File: config.mk
export PLATFORM = sky130hd
export DESIGN_NAME = pfba_map
export DESIGN_NICKNAME = d
export VERILOG_FILES = /design/src/sv/pfba_pkg.sv /design/src/sv/pfba_map.sv
export SDC_FILE = /design/constraint.sdc
export NUM_CORES = 2
export LEC_CHECK = 0
export BUFFER_PORTS_ARGS = -buffer_cell sky130_fd_sc_hd__buf_2
export CORE_ASPECT_RATIO = 0.5
export CORE_MARGIN = 2
export CORE_UTILIZATION = 45
export DETAILED_ROUTE_END_ITERATION = 8
export REMOVE_ABC_BUFFERS = 1
export SYNTH_ARGS = -nofsm -noshare
export SYNTH_HDL_FRONTEND = slang
export SYNTH_SLANG_ARGS = --single-unit
File: constraint.sdc
create_clock -name clk -period 2.4 [get_ports clk]
set_input_delay 0.48 -clock clk [delete_from_list [all_inputs] [get_ports clk]]
set_output_delay 0.48 -clock clk [all_outputs]
set_load 0.01 [all_outputs]
File: src/sv/pfba_pkg.sv
// Shared types, sizes and codes for the page frame bitmap allocator.
package pfba_pkg;

	localparam int NUM_FRAMES   = 4096;
	localparam int FRAME_BYTES  = 4096;
	localparam int PAGE_SHIFT   = $clog2(FRAME_BYTES);
	localparam int ADDR_W       = 24;
	localparam int COUNT_W      = 13;
	localparam int OP_W         = 2;
	localparam int STATUS_W     = 2;
	localparam int FRAME_W      = $clog2(NUM_FRAMES);
	localparam int ADDR_FRAME_W = ADDR_W - PAGE_SHIFT;
	localparam int SUM_W        = ((ADDR_FRAME_W > COUNT_W) ? ADDR_FRAME_W : COUNT_W) + 1;
	localparam int WORD_W       = 32;
	localparam int BIT_IDX_W    = $clog2(WORD_W);
	localparam int MAP_WORDS    = NUM_FRAMES / WORD_W;
	localparam int WORD_IDX_W   = $clog2(MAP_WORDS);
	localparam int CHUNK_W      = 8;
	localparam int CHUNK_POS_W  = $clog2(CHUNK_W);
	localparam int CHUNKS       = WORD_W / CHUNK_W;
	localparam int CHUNK_IDX_W  = $clog2(CHUNKS);

	localparam logic [OP_W-1:0] OP_ALLOC   = 2'd0;
	localparam logic [OP_W-1:0] OP_RELEASE = 2'd1;
	localparam logic [OP_W-1:0] OP_RESERVE = 2'd2;

	localparam logic [STATUS_W-1:0] STAT_OK       = 2'd0;
	localparam logic [STATUS_W-1:0] STAT_NO_RUN   = 2'd1;
	localparam logic [STATUS_W-1:0] STAT_PAST_END = 2'd2;

	typedef struct packed {
		logic [OP_W-1:0]    op;
		logic [COUNT_W-1:0] frame_count;
		logic [ADDR_W-1:0]  base_address;
	} req_t;

	typedef struct packed {
		logic [STATUS_W-1:0] status;
		logic [ADDR_W-1:0]   run_address;
	} rsp_t;

	typedef struct packed {
		logic                  rd_en;
		logic [WORD_IDX_W-1:0] rd_addr;
		logic                  wr_en;
		logic [WORD_IDX_W-1:0] wr_addr;
		logic [WORD_W-1:0]     wr_data;
	} map_req_t;

	typedef enum logic [2:0] {
		ST_IDLE,
		ST_SCAN_RD,
		ST_SCAN,
		ST_MARK_RD,
		ST_MARK_WR,
		ST_DONE
	} state_t;

endpackage

File: src/sv/pfba_map.sv
// Used-frame bitmap store: word memory with per-word valid bits that read as all used.
module pfba_map (
	input  logic                               clk,
	input  logic                               arst_n,
	input  pfba_pkg::map_req_t                 map_req,
	output logic [pfba_pkg::WORD_W-1:0]        rd_word
);
	import pfba_pkg::*;

	logic [WORD_W-1:0]    mem [MAP_WORDS];
	logic [MAP_WORDS-1:0] row_valid_q;
	logic [WORD_W-1:0]    rd_data_q;
	logic                 rd_valid_q;

	always_ff @(posedge clk or negedge arst_n) begin
		if (!arst_n) begin
			row_valid_q <= '0;
			rd_valid_q  <= 1'b0;
		end else begin
			if (map_req.wr_en)
				row_valid_q[map_req.wr_addr] <= 1'b1;
			if (map_req.rd_en)
				rd_valid_q <= row_valid_q[map_req.rd_addr];
		end
	end

	always_ff @(posedge clk) begin
		if (map_req.wr_en)
			mem[map_req.wr_addr] <= map_req.wr_data;
		if (map_req.rd_en)
			rd_data_q <= mem[map_req.rd_addr];
	end

	// never-written words read as all ones: every frame used
	assign rd_word = rd_valid_q ? rd_data_q : '1;

endmodule

Word-level counts from Yosys, hierarchy flattened. Memory sizes are Yosys's and may differ from the RTL's. A register that Yosys moved wholly into a read port is not among the register bits. Index checks and enable logic that the tools add are counted. Widths: inputs -> output; s select.

Register bits after elaboration: 129. Bits in writable memories: 4096. Input port bits: 50. Output and inout bits: 32. Word-level logic and storage cells: 15. Memories: 1.

Magnitude comparators: 3. Mux-type cells: 7. Bitwise logic cells: 1. Reductions and logical operators: 1.

Memories: mem (words 128, bits a word 32, rd ports 1, clocked after memory_dff 1, wr ports 1, line pfba_map.sv:10) `logic [WORD_W-1:0] mem [MAP_WORDS];`.

Operator list (count): $or 128x128->128 (1); $mux 32 (1); $lt 7x8->1 const B (2); $bmux 1 s7 (1); $demux 1 s7 (1); $ge 7x1->1 const B (1); $mux 1 (4); $logic_and 1x1->1 (1).

Longest topological paths before layout.
Depth after elaboration: 5. Gate-level depth with buffers: 10. Depth with buffers taken out: 6.

Worst setup path after synthesis. No wires, ideal clock.

Path type: in2reg. Start: input map_req[34] in the netlist's numbering. End: memory mem[108][0] (enable). Library setup time: 422 ps. Arrival time: 2959 ps. Data required time: 1978 ps. Path slack: -981 ps. Stages: 6. Path buffers: 2. Path through: clkbuf_1 or3b_2 inv_1 nand2_1 clkbuf_1 nor2_1.

RTL lines: start: declaration (line pfba_map.sv:5) `input pfba_pkg::map_req_t map_req,`; end: declaration (line pfba_map.sv:10).

Straight into the memory's write port.

Worst setup path after layout.
Start: register rd_data_q[11] (read register of mem). End: output rd_word[11] in the netlist's numbering.

Word-level cells in the longest chain between the ends: 1.

Ends and longest elaborated chain: start: declaration (line pfba_map.sv:12) `logic [WORD_W-1:0] rd_data_q;`; $mux 32 (line pfba_map.sv:35) `assign rd_word = rd_valid_q ? rd_data_q : '1;`; end: declaration (line pfba_map.sv:6) `output logic [pfba_pkg::WORD_W-1:0] rd_word`.

Every way passes these cells.

==> impl_metrics.ini <==
[timing]
rsz0062_at_grt = yes
period_minus_slack_ns = 2.56
maxSlewHeadroom_pct = 24.3
maxSlewViolCount = 0
worst_hold_slack_ns = 0.0698
finalHoldViolCount = 0
clock.fmax_ghz = 0.390
tightest_slew_ns = 1.13
fin_skew_ns = 0.0948
fin_ws_ns = -0.163
fin_crit_sh_pct = 107
setup_viol = 33

[critical_path]
crit_cells = 2
path_buf_inv = 1
critPathCapture = rd_word[11]
path_delay_family = flip-flops
max_stage_delay_ns = 0.77
crit_slowest_cell = edfxtp_1
reg2reg_from = mem[67][17]
critPathCaptureType = primary output
worstReg2RegEnd = rd_data_q[17]
cp.arrival_ns = 2.08
worst-r2r-setup-slack_ns = 0
path_class = reg2out
required_ns = 1.92
ff2ff_path_depth = 5
worstSetupStartpoint = rd_data_q[11]
path_cells = nand2b_4, buf_6
worstSetupStartpointType = register
path_max_fanout = 1

[floorplan]
die-height_um = 427
dieArea_um2 = 364000
rows = 155
start_util_pct = 45.2
pin_count = 82
die_x_um = 851
core_um2 = 357000

[final_layout]
drive_above_1_share_pct = 40.1
synthToLayoutAreaGrowth_pct = 19.0
layout_commonest_cell = edfxtp_1
layout_common_cells = 4128 x edfxtp_1, 1306 x mux4_2, 484 x buf_4
nets = 7512
final_core_util_pct = 53.8
fill_cells = 26600

[power]
cellLeakagePower_nw = 61.1
ir_drop_uv = 653
powerDensity_nw_per_um2 = 797
power_w = 0.153

[routing]
dr.pass1.iters = 5
drtIter0Drc = 12200
wl_um = 451000
antenna_left = 0
drc = 0
routedWlPerCell_um = 35.9
routed_via_density = 6.20
vias = 77900

[synthesis]
ys_top_cells_by_area = edfxtp_1 77%, mux4_2 18%, dfrtp_1 2.0%
netlist.area_leader.share_pct = 76.8
synth_top_cell_by_area = edfxtp_1
synth-seq-cells = 4257
avgSynthCellArea_um2 = 24.9
yosys_warnings = 0
synth_cell_type_count = 39
synth_area_um2 = 161000
syn_inst = 6470
ys_seq_area_share_pct = 78.8

[placed_design]
globalplace.congestion = 0.828
dpl.hpwl_um = 277000
io_buffers = 81

[clock_network]
cts_tree = yes
h-tree-depth = 5
cts.sinks = 4257
clock_latency_ns = 0.96
tritoncts.num_buffers = 379
cts.clk_slew.worst_paths_ns = 0.06
cts_max_path_buffers = 4
ctsRootBufferMaster = clkbuf_16

[grt]
grt_max_degree = 129
grtUsageTotal_pct = 24.6
grt_pass1_wl_um = 622000
grt_pass1_vias = 76700
antenna_found_initial = 54
grt_remaining_overflow = 0

[min_path]
hp-start = map_req[20]
hp-class = in2reg

[outcome]
violations = negative setup slack
status = finished, violations left

[flow_run]
cap_violations = 0
## cells by family (layout without fill, tap and decap cells)
kind of cell           Yosys count  after routing  share of synthesized area, %
AND/OR/NAND/NOR                393            393                          1.28
flip-flops                    4257           4257                          78.8
other                            0             13                             0
AO/OA/AOI/OAI                  147            147                         0.584
multiplexers                  1326           1326                          18.4
buffers and inverters          347           1650                         0.946
## power breakdown
group	leakage (nW)	switching [W]	total, W	internal (W)
Combinational	16.3	0.00540	0.00952	0.00412
Sequential	38.8	0.000317	0.0824	0.0821
Clock	6.00	0.0272	0.0612	0.0340
## worst min path at each step
| stage | to | slack (ns) | cells past startpoint |
|---|---|---|---|
| 4_1_cts | mem[65][9] | 0.007 | 1 |
| 3_5_place_dp | row_valid_q[81] | 0.36 | 1 |
| 2_1_floorplan | rd_valid_q | 0.18 | 0 |
| 3_3_place_gp | row_valid_q[82] | 0.36 | 1 |
| 5_1_grt | mem[83][9] | 0.03 | 1 |
| 6_report | mem[0][20] | 0.07 | 1 |
## layout make-up
cell class | instances | area, um2 | share of cell area, %
Multi-Input combinational cell | 1866 | 34200 | 17.8
Clock inverter | 194 | 1930 | 1.00
Antenna cell | 13 | 32.5 | 0.0169
Sequential cell | 4257 | 127000 | 66.2
Inverter | 8 | 46.3 | 0.0241
Clock buffer | 498 | 10300 | 5.35
Tap cell | 4788 | 5990 | 3.12
Timing Repair Buffer | 950 | 12400 | 6.43
## cells in the mapped netlist
cell,n
a2111oi_0,1
a211oi_1,2
a21oi_1,5
a22o_1,1
a22oi_1,2
a2bb2oi_1,1
a311oi_1,2
buf_1,42
buf_2,145
buf_4,9
buf_6,1
clkbuf_1,142
clkinv_2,1
dfrtp_1,129
edfxtp_1,4128
inv_1,7
mux2_2,4
mux2i_1,16
mux4_2,1306
nand2_1,23
nand2b_1,33
nand3_1,13
nand3b_1,7
nand4_1,4
nor2_1,133
nor2b_1,9
nor3_1,2
nor3b_1,1
nor4_1,33
o2111a_1,1
o2111ai_1,1
o21ai_0,1
o22ai_1,128
o2bb2ai_1,1
o32ai_1,1
or2_2,128
or3_1,3
or3b_2,2
or4_1,2
## registers in the layout, indices dropped and copies added, names as in the netlist
name	flops
row_valid_q	128
rd_valid_q	1
mem	4096
rd_data_q	32
## metrics by stage
step | setup slack [ns] | cell area (um2) | std cells | setup TNS, ns
2_1_floorplan | -4.62 | 160000 | 6131 | -2063.71
6_report | -0.163 | 192000 | 12600 | -1.64
3_5_place_dp | -1.39 | 178000 | 11800 | -34.38
5_1_grt | -0.170 | 192000 | 12600 | -2.50
4_1_cts | -0.199 | 192000 | 12500 | -2.60
3_3_place_gp | -1.82 | 178000 | 11800 | -34.82
## metal layers
layer,wire length [um],GRT usage (%),vias to the layer above
met5,13,0,-
met4,10400,5.51,2
met3,48600,4.69,554
met2,206000,37.3,4260
met1,186000,37.6,42900
li1,-,-,30200
## what timing repair did
| item | in CTS | in global routing |
|---|---|---|
| endpoints found under the setup margin | 51 | 37 |
| endpoints found under the hold margin | 277 | 0 |
| cloned | 2 | 4 |
| hold buffers | 14 | 0 |
| resized for setup | 104 | 44 |
| pin swaps | 2 | 4 |
| setup buffers | 7 | 9 |
(Power assumes the default switching activity.)
